`config.mk`:
```
export PLATFORM = sky130hd
export DESIGN_NAME = abrb_regs
export DESIGN_NICKNAME = d
export VERILOG_FILES = /design/src/hdl/abrb_pkg.sv /design/src/hdl/abrb_regs.sv
export SDC_FILE = /design/constraint.sdc
export NUM_CORES = 1
export LEC_CHECK = 0
export BUFFER_PORTS_ARGS = -buffer_cell sky130_fd_sc_hd__clkbuf_2
export CAP_MARGIN = 5
export CORE_MARGIN = 4
export CORE_UTILIZATION = 35
export DETAILED_ROUTE_END_ITERATION = 6
export GPL_ROUTABILITY_DRIVEN = 0
export PLACE_DENSITY = 0.89
export SLEW_MARGIN = 20
export SYNTH_ARGS = -nofsm -noshare
export SYNTH_HDL_FRONTEND = slang
export SYNTH_SLANG_ARGS = --single-unit
export TNS_END_PERCENT = 10
```
`constraint.sdc`:
```
create_clock -name clk -period 0.85 [get_ports clk]
set_input_delay 0.085 -clock clk [delete_from_list [all_inputs] [get_ports clk]]
set_output_delay 0.085 -clock clk [all_outputs]
set_load 0.05 [all_outputs]
```
`src/hdl/abrb_pkg.sv`:
```
// abrb_pkg: shared types and constants of the audio block ring buffer
// no dependencies; used by every module of the block and by its checker
package abrb_pkg;

    localparam int SAMPLE_W     = 16;
    localparam int RC_W         = 7;
    localparam int BLK_LEN_W    = 9;
    localparam int BLK_CNT_W    = 4;
    localparam int FILL_W       = 4;
    localparam int APB_DATA_W   = 32;
    localparam int APB_ADDR_W   = 3;

    typedef enum logic
    {
        ACT_WRITE = 1'b0,
        ACT_READ  = 1'b1
    } action_t;

    typedef enum logic
    {
        REG_BLK_LEN = 1'b0,
        REG_BLK_CNT = 1'b1
    } reg_idx_t;

    typedef enum logic
    {
        ST_IDLE = 1'b0,
        ST_READ = 1'b1
    } ctrl_state_t;

    typedef struct packed
    {
        action_t                     action;
        logic signed [SAMPLE_W-1:0]  sample_in;
        logic [RC_W-1:0]             read_count;
    } in_item_t;

    typedef struct packed
    {
        logic signed [SAMPLE_W-1:0]  sample_out;
        logic                        last;
        logic                        underrun;
        logic                        dropped;
        logic [FILL_W-1:0]           blocks_full;
    } out_item_t;

    // commands from the controller to the datapath
    typedef struct packed
    {
        logic write;
        logic read_step;
        logic last;
    } dp_cmd_t;

    // bits needed to index n entries
    function automatic int idx_width(input int n);
        int w;
        w = 0;
        while ((1 << w) < n)
        begin
            w = w + 1;
        end
        return w;
    endfunction

endpackage

```
`src/hdl/abrb_regs.sv`:
```
// abrb_regs: apb configuration registers (block length, block count) with clamping
// depends on abrb_pkg; a register write also flushes the ring pointers
module abrb_regs #(
    parameter int BLOCKS   = 8,
    parameter int ATOM_MAX = 256
) (
    input  logic                                  clk,
    input  logic                                  rst_n,
    input  logic                                  psel,
    input  logic                                  penable,
    input  logic                                  pwrite,
    input  logic [abrb_pkg::APB_ADDR_W-1:0]       paddr,
    input  logic [abrb_pkg::APB_DATA_W-1:0]       pwdata,
    output logic [abrb_pkg::APB_DATA_W-1:0]       prdata,
    output logic                                  pready,
    output logic [abrb_pkg::BLK_LEN_W-1:0]        blk_len,
    output logic [abrb_pkg::BLK_CNT_W-1:0]        blk_cnt,
    output logic                                  flush
);
    import abrb_pkg::*;

    localparam logic [BLK_LEN_W-1:0] SIZE_RST =
        (ATOM_MAX < 256) ? BLK_LEN_W'(ATOM_MAX) : BLK_LEN_W'(256);
    localparam logic [BLK_CNT_W-1:0] COUNT_RST =
        (BLOCKS < 8) ? BLK_CNT_W'(BLOCKS) : BLK_CNT_W'(8);

    logic [BLK_LEN_W-1:0] blk_len_reg, blk_len_next, size_wr;
    logic [BLK_CNT_W-1:0] blk_cnt_reg, blk_cnt_next, count_wr;
    logic                 wr_en;
    reg_idx_t             idx;

    assign pready = 1'b1;
    assign idx    = reg_idx_t'(paddr[2]);
    assign wr_en  = psel && penable && pwrite;
    assign flush  = wr_en;

    always_comb
    begin
        size_wr = pwdata[BLK_LEN_W-1:0];
        if (size_wr == '0)
        begin
            size_wr = BLK_LEN_W'(1);
        end
        else if (32'(size_wr) > ATOM_MAX)
        begin
            size_wr = BLK_LEN_W'(ATOM_MAX);
        end

        count_wr = pwdata[BLK_CNT_W-1:0];
        if (count_wr < BLK_CNT_W'(2))
        begin
            count_wr = BLK_CNT_W'(2);
        end
        else if (32'(count_wr) > BLOCKS)
        begin
            count_wr = BLK_CNT_W'(BLOCKS);
        end

        blk_len_next = blk_len_reg;
        blk_cnt_next = blk_cnt_reg;
        if (wr_en)
        begin
            case (idx)
                REG_BLK_LEN: blk_len_next = size_wr;
                REG_BLK_CNT: blk_cnt_next = count_wr;
                default:     blk_len_next = blk_len_reg;
            endcase
        end
    end

    always_ff @(posedge clk or negedge rst_n)
    begin
        if (!rst_n)
        begin
            blk_len_reg <= SIZE_RST;
            blk_cnt_reg <= COUNT_RST;
        end
        else
        begin
            blk_len_reg <= blk_len_next;
            blk_cnt_reg <= blk_cnt_next;
        end
    end

    always_comb
    begin
        case (idx)
            REG_BLK_LEN: prdata = APB_DATA_W'(blk_len_reg);
            REG_BLK_CNT: prdata = APB_DATA_W'(blk_cnt_reg);
            default:     prdata = '0;
        endcase
    end

    assign blk_len = blk_len_reg;
    assign blk_cnt = blk_cnt_reg;

endmodule

```
==> flow_metrics.env <==
export IMPL_status="complete, but fails checks"
export IMPL_failed_checks="setup timing"
export IMPL_final_util_pct=67.3
export IMPL_syn2layout_area_growth_pct=78.5
export IMPL_syn_cell_area_um2=850
export IMPL_arrival_ns=1.13
export IMPL_cts_tree="done"
export IMPL_critPathKind="reg2out"
export IMPL_p_per_area_mw_per_mm2=2050
export IMPL_synth_cell_types=25
export IMPL_skew_ns=0
export IMPL_setup_tns_final_ns=-5.25
export IMPL_finalInstanceArea_mm2=0.00152
export IMPL_h_tree_depth=1
export IMPL_use_met3_pct=2.71
export IMPL_cts_clk_slew_worst_paths_ns=0.09
export IMPL_drc=0
export IMPL_cts_root_buf="clkbuf_4"
export IMPL_ys_top_cells_by_area="dfrtp_1 32%, buf_4 21%, mux2_2 6.6%"
export IMPL_dpl_instance_area_mm2=0.00119
export IMPL_cts_buffer_depth=2
export IMPL_cap_violations=0
export IMPL_viasPerCell=4.32
export IMPL_crit_family="flip-flops"
export IMPL_use_met1_pct=14.9
export IMPL_hpwl_um=1710
export IMPL_finalNetCount=190
export IMPL_portBuffers=37
export IMPL_synth_seq_cells=13
export IMPL_firstDrtPassIters=4
export IMPL_hp_class="in2reg"
export IMPL_grt_pass1_vias=724
export IMPL_cts_post_setup_buffers_inserted=0
export IMPL_path_buf_inv=1
export IMPL_cts_buffers=3
export IMPL_num_rows=17
export IMPL_finalHoldViolCount=0
export IMPL_nFillCells=175
export IMPL_dieArea_mm2=0.00328
export IMPL_postSynthCellCount=92
export IMPL_place_ws_ns=-0.203
export IMPL_cp_max_fo=2
export IMPL_clock_sinks=13
export IMPL_setup_viol=23
export IMPL_worst_slack_ns=-0.369
export IMPL_die_w_um=57.3
export IMPL_met2_usage_pct=23.8
export IMPL_end_kind="output port"
export IMPL_synth_top_cell_area_share_pct=32.4
export IMPL_core_area_mm2=0.00225
export IMPL_slowest_delay_ns=0.41
export IMPL_power_mw=3.12
export IMPL_p_leak_nw=0.766
export IMPL_first_iter_violations=18
export IMPL_dpl_cell_count=172
export IMPL_finalCritPeriodShare_pct=143
export IMPL_wl_per_cell_um=12.5
export IMPL_synth_largest_area_cell="dfrtp_1"
export IMPL_antenna_cells=0
export IMPL_routed_wirelength_um=2210
export IMPL_yosysWarnings=0
export IMPL_gr_total_overflow=0
export IMPL_ys_seq_area_share_pct=38.6
export IMPL_required_ns=0.76
export IMPL_post_route_min_period_ns=1.22
export IMPL_die_h_um=57.3
export IMPL_fmax_mhz=821
export IMPL_largest_reg_flops=9
export IMPL_stdcell_count=177
export IMPL_clk_latency_ns=0.28
export IMPL_antenna_left=0
export IMPL_fin_hold_ws_ns=0.0288
export IMPL_grt_pass1_wl_um=3370
export IMPL_rsz0062_at_grt="true"
export IMPL_drive_gt1_share_pct=50.3
export IMPL_grt_max_degree=14
export IMPL_initial_core_util_pct=37.7
export IMPL_cp_start_kind="register"
export IMPL_ir_drop_mv=1.33
export IMPL_crit_path_top_delay_cell="dfrtp_1"
export IMPL_io_pins=87
export IMPL_antenna_found_initial=0
export IMPL_vias=764
export IMPL_slew_viol_final=0
export IMPL_grt_busiest_layer="met2"
export IMPL_grt_usage_pct=13.0
export IMPL_worstPathCellList="mux2_4 -> buf_8"
export IMPL_syn_avg_cell_area_um2=9.23
-- synth_stat cells (all sizes together) --
library cell,number
buf,27
o21ai,8
a21oi,1
o22ai,1
nand2,10
conb,2
inv,1
nand2b,7
o31ai,1
or2b,1
a22o,1
or4,2
nand4b,1
and3,1
o41ai,1
nor2b,6
dfrtp,11
nand4,1
mux2,6
nor2,1
dfstp,2
-- power breakdown --
part	total, mW	internal (mW)	switching [mW]
sequential	0.807	0.732	0.0756
combinational	1.90	0.820	1.08
clock	0.408	0.182	0.225
total	3.12	1.73	1.38
-- worst register-to-register path, cell delays in order, from the launching register on --
cell and delay (ns):
dfrtp_1 0.41, buf_4 0.15, a22o_1 0.20
-- final timing paths --
check | to | cells past startpoint | from | slack (ns)
worst max-delay path | prdata[0] | 2 | blk_len[0]$_DFFE_PN0P_ | -0.37
worst min-delay path | blk_len[7]$_DFFE_PN0P_ | 3 | pwdata[7] | 0.03
worst max register to register | blk_len[0]$_DFFE_PN0P_ | 2 | blk_len[0]$_DFFE_PN0P_ | -0.01
worst min register to register | blk_len[6]$_DFFE_PN0P_ | 2 | blk_len[6]$_DFFE_PN0P_ | 0.54
max in group asynchronous | blk_cnt[3]$_DFFE_PN1P_ | 2 | rst_n | 0.34
min in group asynchronous | blk_len[0]$_DFFE_PN0P_ | 2 | rst_n | 0.22
-- area by class of cell --
type,count,area (um2),area share [%]
Inverter,1,3.75,0.248
Timing Repair Buffer,58,663,43.7
Clock buffer,4,26.3,1.73
Multi-Input combinational cell,73,459,30.3
Sequential cell,13,329,21.7
Tap cell,28,35.0,2.31
-- placed cells by master, fill, tap and decap left out --
master	instances
a21oi_1	1
a22o_1	1
and3_1	1
buf_12	3
buf_4	14
buf_6	5
buf_8	11
clkbuf_1	1
clkbuf_16	6
clkbuf_2	15
clkbuf_4	3
clkbuf_8	3
conb_1	24
dfrtp_1	10
dfrtp_2	1
dfstp_2	2
dlygate4sd3_1	1
inv_1	1
mux2_2	2
mux2_4	4
nand2_1	10
nand2b_1	7
nand4_2	1
nand4b_1	1
nor2_1	1
nor2b_1	1
nor2b_4	5
o21ai_0	1
o21ai_1	7
o22ai_1	1
o31ai_1	1
o41ai_1	1
or2b_1	1
or4_1	2
-- layer usage --
metal	share of wire, %	wire length (um)
met1	38	830
met2	52	1150
met3	9.2	204
met4	1.2	27
met5	0	0
-- what timing repair did --
item / in CTS / in global routing
resized for setup: 51 / 15
setup endpoints to repair: 23 / 25
hold endpoints to repair: 13 / 0
hold buffers: 1 / 0
-- kinds of logic (layout without fill, tap and decap cells) --
group                  count (synthesis)  count (layout)  synth area share (%)
AOI/OAI and AO/OA                     13              13                  8.98
buffers and inverters                 28              63                  23.3
DFF                                   13              13                  38.6
muxes                                  6               6                  7.95
other                                  2              24                 0.884
and+or+nand+nor                       30              30                  20.3
No activity file was read; power rests on OpenSTA's default activity.
