### config.mk
export PLATFORM = sky130hd
export DESIGN_NAME = abrb_ctrl
export DESIGN_NICKNAME = d
export VERILOG_FILES = /design/src/hdl/abrb_pkg.sv /design/src/hdl/abrb_ctrl.sv
export SDC_FILE = /design/constraint.sdc
export NUM_CORES = 1
export LEC_CHECK = 0
export ABC_AREA = 1
export BUFFER_PORTS_ARGS = -buffer_cell sky130_fd_sc_hd__buf_2
export CAP_MARGIN = 15
export CORE_MARGIN = 3
export CORE_UTILIZATION = 35
export CTS_CLUSTER_DIAMETER = 80
export DETAILED_ROUTE_END_ITERATION = 12
export HOLD_SLACK_MARGIN = 0.15
export PLACE_DENSITY = 0.66
export SKIP_CTS_REPAIR_TIMING = 1
export SYNTH_ARGS = -nofsm -noshare
export SYNTH_HDL_FRONTEND = slang
export SYNTH_SLANG_ARGS = --single-unit
### constraint.sdc
create_clock -name clk -period 1.05 [get_ports clk]
set_input_delay 0.105 -clock clk [delete_from_list [all_inputs] [get_ports clk]]
set_output_delay 0.105 -clock clk [all_outputs]
set_load 0.01 [all_outputs]
### src/hdl/abrb_pkg.sv
// abrb_pkg: shared types and constants of the audio block ring buffer
// no dependencies; used by every module of the block and by its checker
package abrb_pkg;

    localparam int SAMPLE_W     = 16;
    localparam int RC_W         = 7;
    localparam int BLK_LEN_W    = 9;
    localparam int BLK_CNT_W    = 4;
    localparam int FILL_W       = 4;
    localparam int APB_DATA_W   = 32;
    localparam int APB_ADDR_W   = 3;

    typedef enum logic
    {
        ACT_WRITE = 1'b0,
        ACT_READ  = 1'b1
    } action_t;

    typedef enum logic
    {
        REG_BLK_LEN = 1'b0,
        REG_BLK_CNT = 1'b1
    } reg_idx_t;

    typedef enum logic
    {
        ST_IDLE = 1'b0,
        ST_READ = 1'b1
    } ctrl_state_t;

    typedef struct packed
    {
        action_t                     action;
        logic signed [SAMPLE_W-1:0]  sample_in;
        logic [RC_W-1:0]             read_count;
    } in_item_t;

    typedef struct packed
    {
        logic signed [SAMPLE_W-1:0]  sample_out;
        logic                        last;
        logic                        underrun;
        logic                        dropped;
        logic [FILL_W-1:0]           blocks_full;
    } out_item_t;

    // commands from the controller to the datapath
    typedef struct packed
    {
        logic write;
        logic read_step;
        logic last;
    } dp_cmd_t;

    // bits needed to index n entries
    function automatic int idx_width(input int n);
        int w;
        w = 0;
        while ((1 << w) < n)
        begin
            w = w + 1;
        end
        return w;
    endfunction

endpackage

### src/hdl/abrb_ctrl.sv
// abrb_ctrl: controller state machine, decodes items and sequences read bursts
// depends on abrb_pkg; drives dp_cmd_t commands into abrb_dp
module abrb_ctrl #(
    parameter int MAX_READ = 64
) (
    input  logic               clk,
    input  logic               rst_n,
    input  logic               start,
    input  abrb_pkg::in_item_t item,
    output logic               busy,
    output abrb_pkg::dp_cmd_t  cmd
);
    import abrb_pkg::*;

    ctrl_state_t     state_reg, state_next;
    logic [RC_W-1:0] remain_reg, remain_next, count_sat;

    assign count_sat = (32'(item.read_count) > MAX_READ) ? RC_W'(MAX_READ) : item.read_count;

    always_comb
    begin
        state_next  = state_reg;
        remain_next = remain_reg;
        cmd         = '0;
        busy        = 1'b0;
        case (state_reg)
            ST_IDLE:
            begin
                if (start)
                begin
                    if (item.action == ACT_WRITE)
                    begin
                        cmd.write = 1'b1;
                    end
                    else if (count_sat != '0)
                    begin
                        remain_next = count_sat;
                        state_next  = ST_READ;
                    end
                end
            end
            ST_READ:
            begin
                busy          = 1'b1;
                cmd.read_step = 1'b1;
                cmd.last      = (remain_reg == RC_W'(1));
                remain_next   = remain_reg - RC_W'(1);
                if (remain_reg == RC_W'(1))
                begin
                    state_next = ST_IDLE;
                end
            end
            default:
            begin
                state_next = ST_IDLE;
            end
        endcase
    end

    always_ff @(posedge clk or negedge rst_n)
    begin
        if (!rst_n)
        begin
            state_reg  <= ST_IDLE;
            remain_reg <= '0;
        end
        else
        begin
            state_reg  <= state_next;
            remain_reg <= remain_next;
        end
    end

endmodule

==> metrics, run 1 <==
Avg WL per Cell=11.7 um; max_cap viols=0; DRT iter0 DRCs=9; Power Internal=1.47 mW; Critical R2R Launch=remain_reg[0]; Switch Pwr=1.11 mW; Avg Cell Area, Syn=between 6 and 7 um^2; crit path from=remain_reg[1]; WHS Endpoint=remain_reg[5]; layout cells sized above 1=0.419; row count=14; sequential power share=0.254; Area Overhead vs Synth=50.4%; vias in the first global route=621; first-pass GRT wire length=2590 um; post-layout min period=1490 ps; DRT antenna net count=0; Slew @ Worst Pin=approximately 280 ps; # setup viols final=11; Global Route Usage Sum=0.141; P_leak=0.470 nW; #FFs+latches synth=8; Buffers on Ports=14; Max Fclk=around 670 MHz; crit path launch type=flop; # clock sinks=8; count of cell types in the netlist=22; Slew headroom=0.810; initial core utilization=0.397; Worst Hold Class=input pin to flop; reg-to-reg endpoint=remain_reg[4]; Stages on worst setup path=6; number of fill cells=156; DIE AREA=2360 um^2; Net Sw Frac=0.431; Reg2Reg Setup Slack=-250 ps; Overall Power=between 2 and 3 mW; Post-Synth Simple-Gate Area=0.453; Post-Synth XOR/XNOR Area=0; Final Net Count=155; Max H-tree Level=1; CTS root buf=clkbuf_4; Vias=a little over 700; Net Count, Synth=122; pin count of the biggest net entering global routing=15; crit-path max FO=3; critical path class=flop to primary output; Die W=roughly 49 um; drc violations=0; worst setup margin=-442 ps; Clk network pwr share=0.086; mapped cell area=633 um^2; min-delay src=item[5]; clk_lat worst skew=250 ps; Worst EP arrival=roughly 1400 ps; slowest CP cell=dfrtp_1; GR Overflow Total=0; Syn. warnings=0; hold depth=5; status=complete, but fails checks; max reg flops=7; most frequent cells in the layout=nand2_1 (27), nand3_1 (14), buf_2 (12); Max Transition Viols Final=0; R2R cell count=8; commonest non-fill, non-tap cell in the layout=nand2_1; clk_skew=1.52 ps; Routed WL=around 1700 um; Synth Area in Compound Gates=0.0771; worst-path cell chain=inv_2 -> ha_4 -> nand3_2 -> nor4_2 -> and2_1 -> buf_2; failing checks=setup timing; clk buf depth=2; RSZ-0062 raised after global routing=yes; pwr dens=2700 nW/um^2; largest family of logic cells by synthesized area=simple AND/OR/NAND/NOR gates; CTS tree=done; register area share after synthesis=0.316; core box area=1590 um^2; Bufs and invs on worst path=2; HPWL Detailed=between 1000 and 1500 um; mux cell area share after synthesis=0; Comb power frac=0.660; setup_tns=-1680 ps; clk slew on worst S/H paths=50 ps; antenna violations before repair=0; n_diodes=0; CP top delay family=simple AND/OR/NAND/NOR gates; final core occ=0.597; slowest stage delay, CP=380 ps; # IOs=31; Critical Path Sink Type=primary output; drt pass-1 iters=4; cells after synthesis=93; GP Congestion=0.813; die height=48.5 um; CTS Buf Count=3; period utilization=1.42; drt via density=4.80; post-synthesis adder-cell area fraction=0.0395; pre-CTS setup slack=-198 ps; worst path required time=roughly 940 ps; Worst IR Drop VDD=between 1 and 1.5 mV; Final Hold Viols=0
-- cell families after synthesis --
family / Yosys count
DFF: 8
and+or+nand+nor: 62
AOI/OAI and AO/OA: 8
adders and majority gates: 2
buffers and inverters: 13
-- power by group through the flow --
stage / logic, mW / clock network (mW) / registers, mW
after floorplan: 0.866 / 0 / 0.597
after global placement: 1.40 / 0 / 0.620
after detailed placement: 1.42 / 0 / 0.622
after CTS: 1.42 / 0.232 / 0.619
after global routing: 1.90 / 0.248 / 0.681
final: 1.70 / 0.222 / 0.654
-- metrics by stage --
step | hold slack (ps) | instance area, um^2 | instances
floorplan | -191 | 638 | 93
finish | 195 | 952 | 148
global route | 234 | 952 | 148
CTS | -317 | 836 | 145
detailed placement | -48.5 | 813 | 142
global placement | -47.1 | 813 | 142
-- synthesized netlist by cell type (all sizes together) --
library cell / count / area share
a31oi: 1 / 0.0099
inv: 10 / 0.067
buf: 3 / 0.047
nor4: 1 / 0.0099
o21ai: 4 / 0.032
nand2: 28 / 0.17
dfrtp: 8 / 0.32
o22ai: 1 / 0.020
nand4: 1 / 0.0099
ha: 2 / 0.040
and2: 1 / 0.0099
nor2: 11 / 0.069
nor3: 2 / 0.034
a21oi: 2 / 0.016
nand3: 17 / 0.14
nor3b: 1 / 0.012
-- area by class of cell --
type	count	area (um^2)	area share
Clock buffer	3	22.5	0.0237
Timing Repair Buffer	31	231	0.243
Multi-Input combinational cell	72	418	0.439
Inverter	10	47.5	0.0499
Sequential cell	8	203	0.213
Tap cell	24	30.0	0.0315
-- worst max path at each step --
stage	to	slack [ps]
after floorplan	cmd[0]	-60
after global placement	cmd[0]	-160
after global routing	cmd[0]	-540
final	cmd[0]	-440
after CTS	cmd[0]	-470
after detailed placement	cmd[0]	-200
-- worst reg2reg max path: stages, from the launching register on --
cell	delay (ps)
dfrtp_2	430
buf_6	130
inv_4	40
ha_1	180
inv_2	60
nor3_4	140
nand2_1	70
nand3_1	80
nand2_1	60
-- per-layer routing --
metal / part of all wire / wire (um) / vias up / track usage
li1: - / - / 369 / -
met1: 0.43 / 740 / 333 / 0.168
met2: 0.54 / 937 / 8 / 0.245
met3: 0.029 / 50 / 0 / 0.0552
met4: 0 / 0 / 0 / 0.0142
met5: 0 / 0 / - / 0
(Power assumes the default switching activity.)
==> run 2: changes to the inputs <==
Settings changed: CTS_BUF_LIST set to sky130_fd_sc_hd__clkbuf_4 sky130_fd_sc_hd__clkbuf_8, RECOVER_POWER set to 25.
==> metrics, run 2 (synthesis results as in run 1) <==
status=complete, but fails checks (unchanged); failing checks=setup timing (unchanged); commonest non-fill, non-tap cell in the layout=nand2_1 (unchanged); initial core utilization=0.397 (unchanged); Worst EP arrival=1390 ps (about the same); Placed Area=813 um^2 (unchanged); design area=951 um^2 (was 952 um^2); pin count of the biggest net entering global routing=15 (unchanged); fin cells=148 (unchanged); HPWL Detailed=1320 um (unchanged); Max Transition Viols Final=0 (unchanged); antenna violations before repair=0 (unchanged); drc violations=0 (unchanged); Die W=48.5 um (unchanged); Critical Path Sink Type=primary output (unchanged); P_leak=0.467 nW (was 0.470 nW); GP Congestion=0.813 (unchanged); Routed WL=1730 um (about the same); period utilization=1.42 (about the same); Global Route Usage Sum=0.141 (unchanged); pwr dens=2710 nW/um^2 (was 2700 nW/um^2); die height=48.5 um (unchanged); layout cells sized above 1=0.411 (was 0.419); WHS Endpoint=remain_reg[5] (unchanged); Area Overhead vs Synth=50.2% (was 50.4%); n_diodes=0 (unchanged); Max H-tree Level=1 (unchanged); Max Fclk=670 MHz (about the same); Worst IR Drop VDD=1.49 mV (about the same); CTS root buf=clkbuf_4 (unchanged); Vias=709 (was 710); Worst Hold Class=input pin to flop (unchanged); clk_skew=1.52 ps (unchanged); GR Overflow Total=0 (unchanged); max_cap viols=0 (unchanged); drt pass-1 iters=4 (unchanged); core box area=1590 um^2 (unchanged); RSZ-0062 raised after global routing=yes (unchanged); Final Net Count=155 (unchanged); clk_lat worst skew=250 ps (about the same); Overall Power=2.57 mW (was 2.58 mW); dpl cells=142 (unchanged); critical path class=flop to primary output (unchanged); first-pass GRT wire length=2590 um (unchanged); Buffers on Ports=14 (unchanged); Reg2Reg Setup Slack=-250 ps (about the same); Worst Hold Slack=195 ps (unchanged); clk slew on worst S/H paths=50 ps (about the same); reg-to-reg endpoint=remain_reg[4] (unchanged); DRT antenna net count=0 (unchanged); crit path launch type=flop (unchanged); CTS Buf Count=3 (unchanged); # clock sinks=8 (unchanged); Slew @ Worst Pin=403 ps (was 284 ps); DIE AREA=2360 um^2 (unchanged); most frequent cells in the layout=nand2_1 (27), nand3_1 (14), buf_2 (11), buf_4 (11), nor2_1 (8) (was nand2_1 (27), nand3_1 (14), buf_2 (12)); Final Hold Viols=0 (unchanged); drt via density=4.79 (was 4.80); R2R cell count=8 (unchanged); # setup viols final=11 (unchanged); worst path required time=940 ps (about the same); post-layout min period=1490 ps (about the same); max reg flops=7 (unchanged); Slew headroom=0.732 (was 0.810); DRT iter0 DRCs=9 (unchanged); worst setup margin=-442 ps (about the same); Critical R2R Launch=remain_reg[0] (unchanged); hold depth=5 (unchanged); clk buf depth=2 (unchanged); Avg WL per Cell=11.7 um (about the same); # IOs=31 (unchanged); row count=14 (unchanged); CTS tree=done (unchanged); crit-path max FO=3 (unchanged); vias in the first global route=621 (unchanged); min-delay src=item[5] (unchanged)
[run 2: layout make-up]
type                       count  area [um^2]
inverter                      10         47.5
tap                           24         30.0
clock buffer                   3         22.5
multi-input combinational     72          418
sequential                     8          203
timing repair buffer          31          230
fill                         157          643
[run 2: critical path, cell delays in order, from the launching register on]
cell	delay, ps
dfrtp_1	380
inv_2	90
ha_4	130
nand3_2	80
nor4_2	190
and2_1	160
buf_2	120
[run 2: how the worst max path moves through the flow]
stage                     slack, ps     startpoint  endpoint
after global placement         -160  remain_reg[1]    cmd[0]
final                          -440  remain_reg[1]    cmd[0]
after floorplan                 -60  remain_reg[1]    cmd[0]
after detailed placement       -200  remain_reg[1]    cmd[0]
after global routing           -540  remain_reg[1]    cmd[0]
after CTS                      -470  remain_reg[1]    cmd[0]
[run 2: metal layers]
| metal | vias up | track usage | wire [um] |
|---|---|---|---|
| met5 | - | 0 | 0 |
| met4 | 0 | 0.0142 | 0 |
| met3 | 0 | 0.0552 | 50 |
| met2 | 8 | 0.245 | 937 |
| met1 | 332 | 0.168 | 737 |
| li1 | 369 | - | - |
[run 2: stage by stage]
stage	setup WS (ps)	setup TNS, ps	util
3_3_place_gp	-164	-592	0.510
3_5_place_dp	-198	-723	0.510
2_1_floorplan	-57.6	-211	-
4_1_cts	-473	-1490	0.524
6_report	-442	-1680	0.597
5_1_grt	-542	-2630	0.597
[run 2: report_power, final]
part | total (mW) | internal (mW) | switching [mW]
registers | 0.654 | 0.474 | 0.180
clock network | 0.222 | 0.130 | 0.0921
logic | 1.70 | 0.861 | 0.838
==> run 3: changes to the inputs <==
Settings changed: PLACE_DENSITY 0.66 to not set.
Clock period 1.05 ns to 1.4 ns, I/O delays scaled along.
==> metrics, run 3 (synthesis results as in run 1) <==
# clock sinks=8 (unchanged); failing checks=setup timing (unchanged); Max Fclk=~640 MHz; number of fill cells=145 (was 157); Slew headroom=0.706 (was 0.732); DRT antenna net count=0 (unchanged); most frequent cells in the layout=nand2_1 (28), nand3_1 (15), buf_2 (13) (was nand2_1 (27), nand3_1 (14), buf_2 (11), buf_4 (11), nor2_1 (8)); slowest stage delay, CP=400 ps (was 380 ps); sequential power share=0.318 (was 0.254); Net Sw Frac=0.480 (was 0.431); period utilization=1.12; status=complete, but fails checks (unchanged); P_leak=0.388 nW (was 0.467 nW); layout cells sized above 1=0.306 (was 0.411); setup_tns=-164 ps (was -1680 ps); Die W=48.5 um (unchanged); antenna violations before repair=0 (unchanged); Buffers on Ports=14 (unchanged); vias in the first global route=582 (was 621); drc violations=0 (unchanged); # IOs=31 (unchanged); Power Internal=851 uW (was 1.46 mW); dpl cells=130 (was 142); Worst IR Drop VDD=1.16 mV (was 1.49 mV); Bufs and invs on worst path=2 (unchanged); Critical Path Sink Type=primary output (unchanged); clk_skew=3.83 ps (was 1.52 ps); Global Route Usage Sum=0.135 (was 0.141); max reg flops=7 (unchanged); pwr dens=2000 nW/um^2 (was 2710 nW/um^2); area of the multi-input gates=415 um^2 (was 418 um^2); Switch Pwr=784 uW (was 1.11 mW); drt pass-1 iters=4 (unchanged); die height=48.5 um (unchanged); Area Overhead vs Synth=29.4% (was 50.2%); crit-path max FO=2 (was 3); Clk network pwr share=0.111 (was 0.086); clk slew on worst S/H paths=50 ps (about the same); row count=14 (unchanged); Max H-tree Level=1 (unchanged); GP Congestion=0.831 (was 0.813); min-delay src=item[5] (unchanged); final core occ=0.514 (was 0.597); Storage cell area=201 um^2 (was 203 um^2); CTS Buf Count=3 (unchanged); Worst Hold Class=input pin to flop (unchanged); initial core utilization=0.397 (unchanged); post-layout min period=1560 ps; Max Transition Viols Final=0 (unchanged); Final Net Count=142 (was 155); commonest non-fill, non-tap cell in the layout=nand2_1 (unchanged); core box area=1590 um^2 (unchanged); pin count of the biggest net entering global routing=15 (unchanged); Avg WL per Cell=11.5 um (was 11.7 um); DIE AREA=2360 um^2 (unchanged); Routed WL=1560 um (was 1730 um); DRT iter0 DRCs=13 (was 9); CTS root buf=clkbuf_4 (unchanged); clk buf depth=2 (unchanged); drt via density=4.96 (was 4.79); pre-CTS setup slack=97.6 ps (was -198 ps); worst path required time=1260 ps (was 940 ps); crit path launch type=flop (unchanged); first-pass GRT wire length=2480 um (was 2590 um); clk_lat worst skew=260 ps (was 250 ps); crit path from=remain_reg[1] (unchanged); CTS tree=done (unchanged); slowest CP cell=dfrtp_1 (unchanged); RSZ-0062 raised after global routing=yes (unchanged); Worst EP arrival=1420 ps (was 1390 ps); n_diodes=0 (unchanged); fin cells=135 (was 148); worst-path cell chain=inv_2 -> ha_4 -> nand3_4 -> nor4_4 -> and2_1 -> buf_2 (was inv_2 -> ha_4 -> nand3_2 -> nor4_2 -> and2_1 -> buf_2); Vias=670 (was 709); CP top delay family=simple AND/OR/NAND/NOR gates (unchanged); Final Hold Viols=0 (unchanged); Slew @ Worst Pin=441 ps (was 403 ps); # setup viols final=1 (was 11); GR Overflow Total=0 (unchanged); worst setup margin=-164 ps (was -442 ps); critical path class=flop to primary output (unchanged); max_cap viols=0 (unchanged); HPWL Detailed=1110 um (was 1320 um); Comb power frac=0.572 (was 0.660); Critical R2R Launch=remain_reg[0] (unchanged)
[run 3: worst min-delay path: stages]
cell     delay, ps
buf_2           90
nand2_1         60
nand2_1         50
nand3_1         60
nand2_1         60
[run 3: layout make-up]
| cell class | instances | area share |
|---|---|---|
| Multi-Input combinational cell | 72 | 0.507 |
| Sequential cell | 8 | 0.246 |
| Timing Repair Buffer | 18 | 0.128 |
| Inverter | 10 | 0.0550 |
| Tap cell | 24 | 0.0366 |
| Clock buffer | 3 | 0.0275 |
[run 3: layer usage]
metal / vias to the layer above / GRT usage / routed length (um)
li1: 342 / - / -
met1: 311 / 0.172 / 669
met2: 17 / 0.211 / 803
met3: 0 / 0.0583 / 83
met4: 0 / 0.0284 / 0
met5: - / 0 / 0
[run 3: worst paths after layout]
kind                            endpoint  slack, ps  cells after the start
max                               cmd[0]       -160                      6
min                        remain_reg[5]        240                      5
max reg2reg                remain_reg[4]         80                      8
min reg2reg                remain_reg[3]        590                      2
max in group asynchronous  remain_reg[0]        730                      2
min in group asynchronous  remain_reg[6]        340                      2
[run 3: power by group through the flow]
stage | clock, mW | sequential, mW | combinational [mW]
5_1_grt | 0.198 | 0.531 | 1.05
3_3_place_gp | 0 | 0.481 | 0.747
4_1_cts | 0.187 | 0.476 | 0.756
2_1_floorplan | 0 | 0.443 | 0.637
3_5_place_dp | 0 | 0.479 | 0.754
6_report | 0.181 | 0.520 | 0.935
[run 3: metrics by stage]
| step | cell area, um^2 | hold WS (ps) | total power, mW |
|---|---|---|---|
| after global routing | 820 | 259 | 1.78 |
| after global placement | 718 | -8.13 | 1.23 |
| after CTS | 741 | -286 | 1.42 |
| after floorplan | 633 | -156 | 1.08 |
| after detailed placement | 718 | -8.29 | 1.23 |
| final | 820 | 241 | 1.64 |
